[src/hw/rtl/map_pkg.sv]
// Shared widths, register indexes, mode codes and saturation helper for the attitude controller.
// Used by the shared multiplier and the top level; depends on nothing.
package map_pkg;

   localparam int MUL_A_W = 18;
   localparam int MUL_B_W = 10;
   localparam int MUL_P_W = 28;

   localparam logic [2:0] REG_ROLL_GAINS  = 3'd0;
   localparam logic [2:0] REG_PITCH_GAINS = 3'd1;
   localparam logic [2:0] REG_YAW_GAINS   = 3'd2;
   localparam logic [2:0] REG_LEVEL_GAINS = 3'd3;
   localparam logic [2:0] REG_YAW_RATE    = 3'd4;
   localparam logic [2:0] REG_TRIM_ROLL   = 3'd5;
   localparam logic [2:0] REG_TRIM_PITCH  = 3'd6;

   localparam logic [1:0] MODE_ANGLE   = 2'd1;
   localparam logic [1:0] MODE_HORIZON = 2'd2;

   function automatic logic signed [15:0] sat16(input logic signed [21:0] v);
      logic signed [15:0] r;
      if (v > 22'sd32767) begin
         r = 16'sh7FFF;
      end else if (v < -22'sd32768) begin
         r = 16'sh8000;
      end else begin
         r = v[15:0];
      end
      return r;
   endfunction

endpackage

[src/hw/rtl/multirotor_attitude_pid.sv]
// Top level of the multirotor attitude controller: sequencer, state and registers.
// Depends on map_pkg and on the shared multiplier map_mul.
//
// Each item on the req_ channel is one control cycle: stick commands, gyro rates,
// estimated angles, level mode, an integrator clear flag and throttle scale factors.
// The rsp_ channel returns one item with the roll, pitch and yaw drive values.
// The user must write gains, yaw rate and trims through the csr_ port only
// while the block is idle; the block itself does not enforce it. All products go
// through one multiplier, one product per cycle, under a sequencer that steps
// through the roll axis, the pitch axis and then yaw before loading the result
// register. req_tready is high only while the sequencer is idle, so a new item
// is not taken until the last one has been loaded into the result register.
// A result waits in the output register until it is taken. If the previous result
// is still waiting when the next one is done, the sequencer holds its last step.
// A synchronous reset clears the configuration registers, the integrators and
// the gyro history and leaves the block idle with no result pending.
module multirotor_attitude_pid (
   input  logic         clock,
   input  logic         reset,
   input  logic         req_tvalid,
   output logic         req_tready,
   // rc_roll, rc_pitch, rc_yaw, gyro_roll, gyro_pitch, gyro_yaw, angle_roll,
   // angle_pitch, level_mode, clear_integrators, scale_roll, scale_pitch, 5 pad bits
   input  logic [119:0] req_tdata,
   output logic         rsp_tvalid,
   input  logic         rsp_tready,
   // drive_roll, drive_pitch, drive_yaw
   output logic [47:0]  rsp_tdata,
   input  logic         csr_we,
   input  logic [2:0]   csr_addr,
   input  logic [23:0]  csr_wdata
);

   localparam logic [1:0] ST_IDLE = 2'd0;
   localparam logic [1:0] ST_AXIS = 2'd1;
   localparam logic [1:0] ST_YAW  = 2'd2;

   localparam logic [3:0] STEP_RATE_I  = 4'd0;
   localparam logic [3:0] STEP_DYN_D   = 4'd1;
   localparam logic [3:0] STEP_I_TERM  = 4'd2;
   localparam logic [3:0] STEP_P_TERM  = 4'd3;
   localparam logic [3:0] STEP_LVL_P   = 4'd4;
   localparam logic [3:0] STEP_LVL_I   = 4'd5;
   localparam logic [3:0] STEP_BLEND_I = 4'd6;
   localparam logic [3:0] STEP_BLEND_P = 4'd7;
   localparam logic [3:0] STEP_DAMP    = 4'd8;
   localparam logic [3:0] STEP_D_TERM  = 4'd9;

   localparam logic [3:0] STEP_YAW_CMD = 4'd0;
   localparam logic [3:0] STEP_YAW_I   = 4'd1;
   localparam logic [3:0] STEP_YAW_P   = 4'd2;
   localparam logic [3:0] STEP_YAW_OUT = 4'd3;

   // Configuration registers.
   logic [23:0]        roll_gains_ff, pitch_gains_ff, yaw_gains_ff, level_gains_ff;
   logic [7:0]         yaw_rate_ff;
   logic signed [9:0]  trim_ff [2];

   // Sequencer.
   logic [1:0] st_ff, st_in;
   logic [3:0] step_ff, step_in;
   logic       axis_ff, axis_in;

   // Latched item fields.
   logic signed [9:0]  rc_ff [3];
   logic signed [9:0]  rc_in [3];
   logic signed [13:0] gyro_ff [3];
   logic signed [13:0] gyro_in [3];
   logic signed [11:0] ang_ff [2];
   logic signed [11:0] ang_in [2];
   logic [7:0]         scale_ff [2];
   logic [7:0]         scale_in [2];
   logic [1:0]         mode_ff, mode_in;
   logic [9:0]         prop_ff, prop_in;

   // Working registers.
   logic [8:0]          dynp_ff, dynp_in, dynd_ff, dynd_in;
   logic signed [17:0]  it_ff, it_in, pt_ff, pt_in, dsum_ff, dsum_in;
   logic signed [11:0]  pacc_ff, pacc_in, iacc_ff, iacc_in;
   logic signed [15:0]  drv_ff [2];
   logic signed [15:0]  drv_in [2];
   logic signed [14:0]  yrc_ff, yrc_in;
   logic signed [9:0]   ypt_ff, ypt_in;

   // Controller state.
   logic signed [14:0]  ri_ff [2];
   logic signed [14:0]  ri_in [2];
   logic signed [14:0]  li_ff [2];
   logic signed [14:0]  li_in [2];
   logic signed [29:0]  yint_ff, yint_in;
   logic signed [13:0]  prev_ff [2];
   logic signed [13:0]  prev_in [2];
   logic signed [14:0]  d1_ff [2];
   logic signed [14:0]  d1_in [2];
   logic signed [14:0]  d2_ff [2];
   logic signed [14:0]  d2_in [2];

   // Output register.
   logic        rsp_valid_ff, rsp_valid_in;
   logic [47:0] rsp_data_ff, rsp_data_in;

   // Shared multiplier.
   logic signed [map_pkg::MUL_A_W-1:0] mul_a;
   logic        [map_pkg::MUL_B_W-1:0] mul_b;
   logic signed [map_pkg::MUL_P_W-1:0] prod;

   map_mul u_mul (
      .a (mul_a),
      .b (mul_b),
      .p (prod)
   );

   // Per-axis views.
   logic [23:0]        gains;
   logic [7:0]         p8, i8, d8, lp, li, ld, yp, yi, yd;
   logic signed [9:0]  rcm;
   logic signed [10:0] rc2, rc_cl;
   logic signed [13:0] gy;
   logic signed [15:0] err;
   logic signed [16:0] ri_sum;
   logic signed [14:0] ri_new;
   logic signed [13:0] ea;
   logic signed [15:0] li_sum;
   logic signed [14:0] li_new;
   logic signed [14:0] delta;
   logic               lvl_on;
   logic [10:0]        ld5;
   logic signed [27:0] lvl_p_raw;
   logic signed [21:0] axis_sum;
   logic signed [16:0] erry;
   logic signed [30:0] ysum;
   logic signed [27:0] yp_raw;
   logic [9:0]         ylim;
   logic signed [16:0] yit_raw;
   logic signed [8:0]  yit;
   logic signed [15:0] yout;
   logic signed [10:0] abs_r, abs_p, abs_max;
   logic signed [9:0]  req_rc_roll, req_rc_pitch;

   assign gains  = axis_ff ? pitch_gains_ff : roll_gains_ff;
   assign p8     = gains[7:0];
   assign i8     = gains[15:8];
   assign d8     = gains[23:16];
   assign lp     = level_gains_ff[7:0];
   assign li     = level_gains_ff[15:8];
   assign ld     = level_gains_ff[23:16];
   assign yp     = yaw_gains_ff[7:0];
   assign yi     = yaw_gains_ff[15:8];
   assign yd     = yaw_gains_ff[23:16];
   assign lvl_on = (mode_ff == map_pkg::MODE_ANGLE) || (mode_ff == map_pkg::MODE_HORIZON);
   assign ld5    = 11'({ld, 2'b00}) + 11'(ld);

   assign rcm    = rc_ff[axis_ff];
   assign rc2    = {rcm, 1'b0};
   assign gy     = gyro_ff[axis_ff];
   assign err    = 16'(rc2) - 16'(gy);
   assign ri_sum = 17'(ri_ff[axis_ff]) + 17'(err);
   assign ri_new = (gy > 14'sd640 || gy < -14'sd640) ? 15'sd0 :
                   (ri_sum > 17'sd16000) ? 15'sd16000 :
                   (ri_sum < -17'sd16000) ? -15'sd16000 : 15'(ri_sum);
   assign rc_cl  = (rc2 > 11'sd500) ? 11'sd500 : (rc2 < -11'sd500) ? -11'sd500 : rc2;
   assign ea     = 14'(rc_cl) - 14'(ang_ff[axis_ff]) + 14'(trim_ff[axis_ff]);
   assign li_sum = 16'(li_ff[axis_ff]) + 16'(ea);
   assign li_new = (li_sum > 16'sd10000) ? 15'sd10000 :
                   (li_sum < -16'sd10000) ? -15'sd10000 : 15'(li_sum);
   assign delta  = 15'(gy) - 15'(prev_ff[axis_ff]);

   assign lvl_p_raw = prod >>> 7;
   assign axis_sum  = 22'(pt_ff) + 22'(it_ff) - 22'(prod >>> 5);

   assign erry    = 17'(yrc_ff) - 17'(gyro_ff[2]);
   assign ysum    = 31'(yint_ff) + 31'(prod);
   assign yp_raw  = prod >>> 6;
   assign ylim    = 10'd300 - 10'(yd);
   assign yit_raw = 17'(yint_ff >>> 13);
   assign yit     = (yit_raw > 17'sd250) ? 9'sd250 :
                    (yit_raw < -17'sd250) ? -9'sd250 : 9'(yit_raw);
   assign yout    = 16'(ypt_ff) + 16'(yit);

   assign req_rc_roll  = $signed(req_tdata[9:0]);
   assign req_rc_pitch = $signed(req_tdata[19:10]);
   assign abs_r   = (req_rc_roll < 0) ? -11'(req_rc_roll) : 11'(req_rc_roll);
   assign abs_p   = (req_rc_pitch < 0) ? -11'(req_rc_pitch) : 11'(req_rc_pitch);
   assign abs_max = (abs_r > abs_p) ? abs_r : abs_p;

   assign req_tready = (st_ff == ST_IDLE);
   assign rsp_tvalid = rsp_valid_ff;
   assign rsp_tdata  = rsp_data_ff;

   always_comb begin
      mul_a = '0;
      mul_b = '0;
      if (st_ff == ST_YAW) begin
         unique case (step_ff)
            STEP_YAW_CMD: begin
               mul_a = 18'(rc_ff[2]);
               mul_b = 10'({yaw_rate_ff, 1'b0}) + 10'd30;
            end
            STEP_YAW_I: begin
               mul_a = 18'(erry);
               mul_b = 10'(yi);
            end
            STEP_YAW_P: begin
               mul_a = 18'(erry);
               mul_b = 10'(yp);
            end
            default: begin
               mul_a = '0;
               mul_b = '0;
            end
         endcase
      end else begin
         unique case (step_ff)
            STEP_RATE_I: begin
               mul_a = 18'(scale_ff[axis_ff]);
               mul_b = 10'(p8);
            end
            STEP_DYN_D: begin
               mul_a = 18'(scale_ff[axis_ff]);
               mul_b = 10'(d8);
            end
            STEP_I_TERM: begin
               mul_a = 18'(ri_ff[axis_ff] >>> 7);
               mul_b = 10'(i8);
            end
            STEP_P_TERM: begin
               mul_a = 18'(rc2);
               mul_b = 10'(p8);
            end
            STEP_LVL_P: begin
               mul_a = 18'(ea);
               mul_b = 10'(lp);
            end
            STEP_LVL_I: begin
               mul_a = 18'(li_ff[axis_ff]);
               mul_b = 10'(li);
            end
            STEP_BLEND_I: begin
               mul_a = it_ff - 18'(iacc_ff);
               mul_b = prop_ff;
            end
            STEP_BLEND_P: begin
               mul_a = pt_ff - 18'(pacc_ff);
               mul_b = prop_ff;
            end
            STEP_DAMP: begin
               mul_a = 18'(gy);
               mul_b = 10'(dynp_ff);
            end
            STEP_D_TERM: begin
               mul_a = dsum_ff;
               mul_b = 10'(dynd_ff);
            end
            default: begin
               mul_a = '0;
               mul_b = '0;
            end
         endcase
      end
   end

   always_comb begin
      st_in        = st_ff;
      step_in      = step_ff;
      axis_in      = axis_ff;
      rc_in        = rc_ff;
      gyro_in      = gyro_ff;
      ang_in       = ang_ff;
      scale_in     = scale_ff;
      mode_in      = mode_ff;
      prop_in      = prop_ff;
      dynp_in      = dynp_ff;
      dynd_in      = dynd_ff;
      it_in        = it_ff;
      pt_in        = pt_ff;
      dsum_in      = dsum_ff;
      pacc_in      = pacc_ff;
      iacc_in      = iacc_ff;
      drv_in       = drv_ff;
      yrc_in       = yrc_ff;
      ypt_in       = ypt_ff;
      ri_in        = ri_ff;
      li_in        = li_ff;
      yint_in      = yint_ff;
      prev_in      = prev_ff;
      d1_in        = d1_ff;
      d2_in        = d2_ff;
      rsp_valid_in = rsp_valid_ff && !rsp_tready;
      rsp_data_in  = rsp_data_ff;

      unique case (st_ff)
         ST_IDLE: begin
            if (req_tvalid) begin
               rc_in[0]    = $signed(req_tdata[9:0]);
               rc_in[1]    = $signed(req_tdata[19:10]);
               rc_in[2]    = $signed(req_tdata[29:20]);
               gyro_in[0]  = $signed(req_tdata[43:30]);
               gyro_in[1]  = $signed(req_tdata[57:44]);
               gyro_in[2]  = $signed(req_tdata[71:58]);
               ang_in[0]   = $signed(req_tdata[83:72]);
               ang_in[1]   = $signed(req_tdata[95:84]);
               mode_in     = req_tdata[97:96];
               scale_in[0] = req_tdata[106:99];
               scale_in[1] = req_tdata[114:107];
               if (req_tdata[97:96] == map_pkg::MODE_HORIZON) begin
                  prop_in = (abs_max > 11'sd512) ? 10'd512 : 10'(abs_max);
               end else begin
                  prop_in = '0;
               end
               if (req_tdata[98]) begin
                  ri_in[0] = '0;
                  ri_in[1] = '0;
                  li_in[0] = '0;
                  li_in[1] = '0;
                  yint_in  = '0;
               end
               st_in   = ST_AXIS;
               step_in = STEP_RATE_I;
               axis_in = 1'b0;
            end
         end
         ST_AXIS: begin
            step_in = step_ff + 4'd1;
            unique case (step_ff)
               STEP_RATE_I: begin
                  dynp_in          = prod[15:7];
                  ri_in[axis_ff]   = ri_new;
                  if (lvl_on) begin
                     li_in[axis_ff] = li_new;
                  end
                  prev_in[axis_ff] = gy;
                  d1_in[axis_ff]   = delta;
                  d2_in[axis_ff]   = d1_ff[axis_ff];
                  dsum_in          = 18'(d1_ff[axis_ff]) + 18'(d2_ff[axis_ff]) + 18'(delta);
               end
               STEP_DYN_D: begin
                  dynd_in = prod[15:7];
               end
               STEP_I_TERM: begin
                  it_in = 18'(prod >>> 6);
               end
               STEP_P_TERM: begin
                  pt_in = 18'(prod >>> 6);
               end
               STEP_LVL_P: begin
                  if (lvl_p_raw > $signed(28'(ld5))) begin
                     pacc_in = 12'(ld5);
                  end else if (lvl_p_raw < -$signed(28'(ld5))) begin
                     pacc_in = -12'(ld5);
                  end else begin
                     pacc_in = 12'(lvl_p_raw);
                  end
               end
               STEP_LVL_I: begin
                  iacc_in = 12'(prod >>> 12);
               end
               STEP_BLEND_I: begin
                  if (lvl_on) begin
                     it_in = 18'(iacc_ff) + 18'(prod >>> 9);
                  end
               end
               STEP_BLEND_P: begin
                  if (lvl_on) begin
                     pt_in = 18'(pacc_ff) + 18'(prod >>> 9);
                  end
               end
               STEP_DAMP: begin
                  pt_in = pt_ff - 18'(prod >>> 6);
               end
               STEP_D_TERM: begin
                  drv_in[axis_ff] = map_pkg::sat16(axis_sum);
                  step_in         = STEP_RATE_I;
                  if (axis_ff) begin
                     st_in   = ST_YAW;
                     step_in = STEP_YAW_CMD;
                  end else begin
                     axis_in = 1'b1;
                  end
               end
               default: begin
                  st_in = ST_IDLE;
               end
            endcase
         end
         ST_YAW: begin
            step_in = step_ff + 4'd1;
            unique case (step_ff)
               STEP_YAW_CMD: begin
                  yrc_in = 15'(prod >>> 5);
               end
               STEP_YAW_I: begin
                  if (yrc_ff > 15'sd50 || yrc_ff < -15'sd50) begin
                     yint_in = '0;
                  end else if (ysum > 31'sd268435454) begin
                     yint_in = 30'sd268435454;
                  end else if (ysum < -31'sd268435454) begin
                     yint_in = -30'sd268435454;
                  end else begin
                     yint_in = 30'(ysum);
                  end
               end
               STEP_YAW_P: begin
                  if (yp_raw > $signed(28'(ylim))) begin
                     ypt_in = 10'(ylim);
                  end else if (yp_raw < -$signed(28'(ylim))) begin
                     ypt_in = -10'(ylim);
                  end else begin
                     ypt_in = 10'(yp_raw);
                  end
               end
               STEP_YAW_OUT: begin
                  if (!rsp_valid_ff || rsp_tready) begin
                     rsp_valid_in = 1'b1;
                     rsp_data_in  = {yout, drv_ff[1], drv_ff[0]};
                     st_in        = ST_IDLE;
                     step_in      = STEP_RATE_I;
                  end else begin
                     step_in = step_ff;
                  end
               end
               default: begin
                  st_in = ST_IDLE;
               end
            endcase
         end
         default: begin
            st_in = ST_IDLE;
         end
      endcase
   end

   always_ff @(posedge clock) begin
      if (reset) begin
         roll_gains_ff  <= '0;
         pitch_gains_ff <= '0;
         yaw_gains_ff   <= '0;
         level_gains_ff <= '0;
         yaw_rate_ff    <= '0;
         trim_ff[0]     <= '0;
         trim_ff[1]     <= '0;
      end else if (csr_we) begin
         unique case (csr_addr)
            map_pkg::REG_ROLL_GAINS:  roll_gains_ff  <= csr_wdata;
            map_pkg::REG_PITCH_GAINS: pitch_gains_ff <= csr_wdata;
            map_pkg::REG_YAW_GAINS:   yaw_gains_ff   <= csr_wdata;
            map_pkg::REG_LEVEL_GAINS: level_gains_ff <= csr_wdata;
            map_pkg::REG_YAW_RATE:    yaw_rate_ff    <= csr_wdata[7:0];
            map_pkg::REG_TRIM_ROLL:   trim_ff[0]     <= $signed(csr_wdata[9:0]);
            map_pkg::REG_TRIM_PITCH:  trim_ff[1]     <= $signed(csr_wdata[9:0]);
            default: begin
            end
         endcase
      end
   end

   always_ff @(posedge clock) begin
      if (reset) begin
         st_ff        <= ST_IDLE;
         step_ff      <= STEP_RATE_I;
         axis_ff      <= 1'b0;
         rsp_valid_ff <= 1'b0;
         ri_ff[0]     <= '0;
         ri_ff[1]     <= '0;
         li_ff[0]     <= '0;
         li_ff[1]     <= '0;
         yint_ff      <= '0;
         prev_ff[0]   <= '0;
         prev_ff[1]   <= '0;
         d1_ff[0]     <= '0;
         d1_ff[1]     <= '0;
         d2_ff[0]     <= '0;
         d2_ff[1]     <= '0;
      end else begin
         st_ff        <= st_in;
         step_ff      <= step_in;
         axis_ff      <= axis_in;
         rsp_valid_ff <= rsp_valid_in;
         ri_ff        <= ri_in;
         li_ff        <= li_in;
         yint_ff      <= yint_in;
         prev_ff      <= prev_in;
         d1_ff        <= d1_in;
         d2_ff        <= d2_in;
      end
   end

   always_ff @(posedge clock) begin
      rc_ff       <= rc_in;
      gyro_ff     <= gyro_in;
      ang_ff      <= ang_in;
      scale_ff    <= scale_in;
      mode_ff     <= mode_in;
      prop_ff     <= prop_in;
      dynp_ff     <= dynp_in;
      dynd_ff     <= dynd_in;
      it_ff       <= it_in;
      pt_ff       <= pt_in;
      dsum_ff     <= dsum_in;
      pacc_ff     <= pacc_in;
      iacc_ff     <= iacc_in;
      drv_ff      <= drv_in;
      yrc_ff      <= yrc_in;
      ypt_ff      <= ypt_in;
      rsp_data_ff <= rsp_data_in;
   end

endmodule

[src/hw/rtl/map_mul.sv]
// Shared signed by unsigned multiplier of the attitude controller.
// Depends on map_pkg for its operand widths.
module map_mul (
   input  logic signed [map_pkg::MUL_A_W-1:0] a,
   input  logic        [map_pkg::MUL_B_W-1:0] b,
   output logic signed [map_pkg::MUL_P_W-1:0] p
);

   logic signed [map_pkg::MUL_P_W-1:0] a_ext;
   logic signed [map_pkg::MUL_P_W-1:0] b_ext;

   assign a_ext = map_pkg::MUL_P_W'(a);
   assign b_ext = $signed(map_pkg::MUL_P_W'(b));
   assign p     = a_ext * b_ext;

endmodule
[config.mk]
export PLATFORM = sky130hd
export DESIGN_NAME = multirotor_attitude_pid
export DESIGN_NICKNAME = d
export VERILOG_FILES = /design/src/hw/rtl/map_pkg.sv /design/src/hw/rtl/multirotor_attitude_pid.sv /design/src/hw/rtl/map_mul.sv
export SDC_FILE = /design/constraint.sdc
export NUM_CORES = 2
export LEC_CHECK = 0
export ABC_AREA = 1
export BUFFER_PORTS_ARGS = -buffer_cell sky130_fd_sc_hd__buf_2
export CAP_MARGIN = 20
export CORE_ASPECT_RATIO = 1.1
export CORE_MARGIN = 3
export CORE_UTILIZATION = 43
export DETAILED_ROUTE_END_ITERATION = 10
export PLACE_DENSITY = 0.55
export SLEW_MARGIN = 25
export SYNTH_ARGS = -nofsm -noshare
export SYNTH_HDL_FRONTEND = slang
export SYNTH_HIERARCHICAL = 1
export SYNTH_SLANG_ARGS = --single-unit
[constraint.sdc]
create_clock -name clock -period 13.6 [get_ports clock]
set_clock_uncertainty 0.2 [all_clocks]
set_input_delay 2.04 -clock clock [delete_from_list [all_inputs] [get_ports clock]]
set_output_delay 2.04 -clock clock [all_outputs]
set_load 0.005 [all_outputs]
==> reports/results.ini <==
[synthesis]
synthCells = 6436
synthFlopType = edfxtp_1
yosys_warnings = 6
async_flop_share = 0
yosysUniqueCellTypes = 70
ys_seq_area_frac = 0.3214
netlist.area_leader.share = 0.2044
syn_area_per_cell_um2 = 7.738
synth_edf_count = 339
synth_top_area_cell = edfxtp_1
synth_commonest_cells = nand2_1 (1451), inv_1 (1056), a21oi_1 (580)
syn_area_mm2 = 0.04980
ys_ff_latch = 630
synth_most_common_cell = nand2_1
synth.area.top_cells = edfxtp_1 (20%), dfxtp_1 (12%), nand2_1 (11%)

[clock_tree]
path_clk_slew_ns = 0.06
cts_hold_buffers = 0
clock_path_buffers = 3
cts-root-buf = clkbuf_16
clock-sinks = 630
htreeDepth = 3
tritoncts = built
clk_latency_ns = 0.69
numCtsBuffers = 75

[route]
met3WireLength_mm = 10.17
wl_met1_mm = 73.74
wl_per_cell_um = 19.98
viasPerCell = 5.322
final_antenna_net_count = 0
dr_total_vias = 43934
drc = 0
routed_wl_mm = 165.0
drt_iter0_drc = 3428
met2_length_mm = 75.40
top_layer = met5
first_pass_iters = 6

[global_routing]
grt_max_degree = 89
grt_pass1_vias = 41336
overflow = 0
grt_pass1_wl_mm = 246.6
grtUsageTotal = 0.2690
antenna_found_initial = 14

[finish]
nets = 7454
syn2layout_area_growth_pct = 12.23
multi_input_comb_area_mm2 = 0.02937
final_layout_size_suffix_gt1_frac = 0.09021
utilization = 0.4881
register_area_mm2 = 0.01601
fillCellCount = 11475
fin_area_mm2 = 0.05590
final-instance-count-excl-fill = 8255

[power_and_ir_drop]
leakage_nw = 26.15
cellPowerDensity_mw_per_mm2 = 229.2
ir_drop_mv = 0.1714
finalPower_mw = 12.81

[timing]
setup_violations = 0
min_period_ns = 12.87
tightest_slew_ns = 1.047
timing.fmax_mhz = 77.69
slew_headroom = 0.3007
slew_viol_final = 0
tns_ns = 0
post-route-period-util = 0.9465
finalHoldViolations = 0

[floorplan]
ios = 202
initial_core_util = 0.4349
dieArea_mm2 = 0.1199
dieWidth_um = 330.5
die_y_um = 362.9
placeableCoreArea_mm2 = 0.1145
rows = 130

[setup_path]
critPathKind = register to register
path_max_fanout = 16
critical_path_arrival_ns = 13.25
required_ns = 13.98
endpoint_kind = register
max_stage_delay_ns = 0.57
ff2ff_path_depth = 63
worstSetupStartpointType = register
cp_slowest_cell = nand3_1
cpMostUsedCell = nand2_1

[flow_run]
cap_viol_max_count = 0

[placement]
dp.cells = 8096
post_dp_cell_area_mm2 = 0.05310
place_congestion = 0.9291
io_buffer_count = 196
dpl.hpwl_mm = 129.1

[worst_hold_path]
whs_path_depth = 0
hold_class = register to register

[outcome]
outcome = complete, no violations

[report_power, final]
group          switching, mW  leakage, nW  internal (mW)
combinational           5.49         19.4           2.63
sequential             0.102         5.51           2.52
clock                  0.894         1.18           1.17
total                   6.48         26.1           6.33
[area by class of cell]
class,count,area share
multi-input cells,4549,0.5254
flip-flops and latches,630,0.2864
inverters,1074,0.07226
repair buffers,336,0.03707
clock buffers,102,0.03575
well taps,1518,0.03398
clock inverters,38,0.008819
diodes,8,0.0003582
[worst paths after layout]
| check | startpoint | to | slack [ns] |
|---|---|---|---|
| setup reg to reg | axis_ff$_SDFFE_PP0P_ | yint_ff[9]$_SDFFE_PP0P_ | 0.73 |
| setup / recovery | axis_ff$_SDFFE_PP0P_ | yint_ff[9]$_SDFFE_PP0P_ | 0.73 |
| hold reg to reg | drv_ff[15]$_DFFE_PP_ | rsp_tdata[31]$_DFFE_PP_ | 0.22 |
| hold / removal | drv_ff[15]$_DFFE_PP_ | rsp_tdata[31]$_DFFE_PP_ | 0.22 |
[metrics by stage]
step                      hold WS [ns]  setup slack [ns]
after floorplan                 0.2003             1.784
after global placement          0.2023            0.3924
after detailed placement        0.2045            0.3675
after CTS                       0.2191            0.2991
after global routing            0.2229          -0.02425
final                           0.2173            0.7277
[flip-flops by register name, summed over array words and instances, names as in the netlist, 28 cells and up, named ones only]
signal / cells
ri_ff: 30
prev_ff: 28
rc_ff: 30
rsp_tdata: 43
d2_ff: 30
drv_ff: 32
yint_ff: 30
d1_ff: 30
gyro_ff: 42
li_ff: 30
[metal layers]
layer,vias up,global-route usage
met5,-,0
met2,1287,0.4371
li1,21622,-
met1,20818,0.3682
met4,4,0.09223
met3,203,0.03631
[worst max-delay path: cells and delay by family (launching register included)]
family	cells	cell delay (ns)
AO/OA/AOI/OAI	8	1.29
adder cells (fa/ha/maj)	11	4.84
buffers and inverters	12	1.36
flip-flops	1	0.48
AND/OR/NAND/NOR	32	4.51
[cells in the final DEF, fill, tap and decap left out, drive strengths merged, types with 57 or more instances in the layout]
master	instances
nand2	1473
inv	1074
a21oi	584
o21ai	451
nor2	419
ha	403
edfxtp	339
buf	336
dfxtp	291
nand3	254
fa	233
xor2	125
clkbuf	102
nand4	88
nor3	70
xnor2	57
[timing repair]
| action | CTS | global route |
|---|---|---|
| setup endpoints to repair | 0 | 79 |
| setup buffers | 0 | 5 |
| resized for setup | 0 | 29 |
[logic make-up (layout without fill, tap and decap cells)]
kind of cell | after synthesis | after routing | synth area share
DFF | 630 | 630 | 0.3214
AOI/OAI and AO/OA | 1295 | 1295 | 0.1460
adders and majority gates | 636 | 636 | 0.1949
other | 2 | 27 | 0.0001508
muxes | 44 | 44 | 0.009019
buffers and inverters | 1279 | 1550 | 0.09821
xor gates and xnor gates | 182 | 182 | 0.03216
and+or+nand+nor | 2368 | 2373 | 0.1982
(Power assumes the default switching activity.)
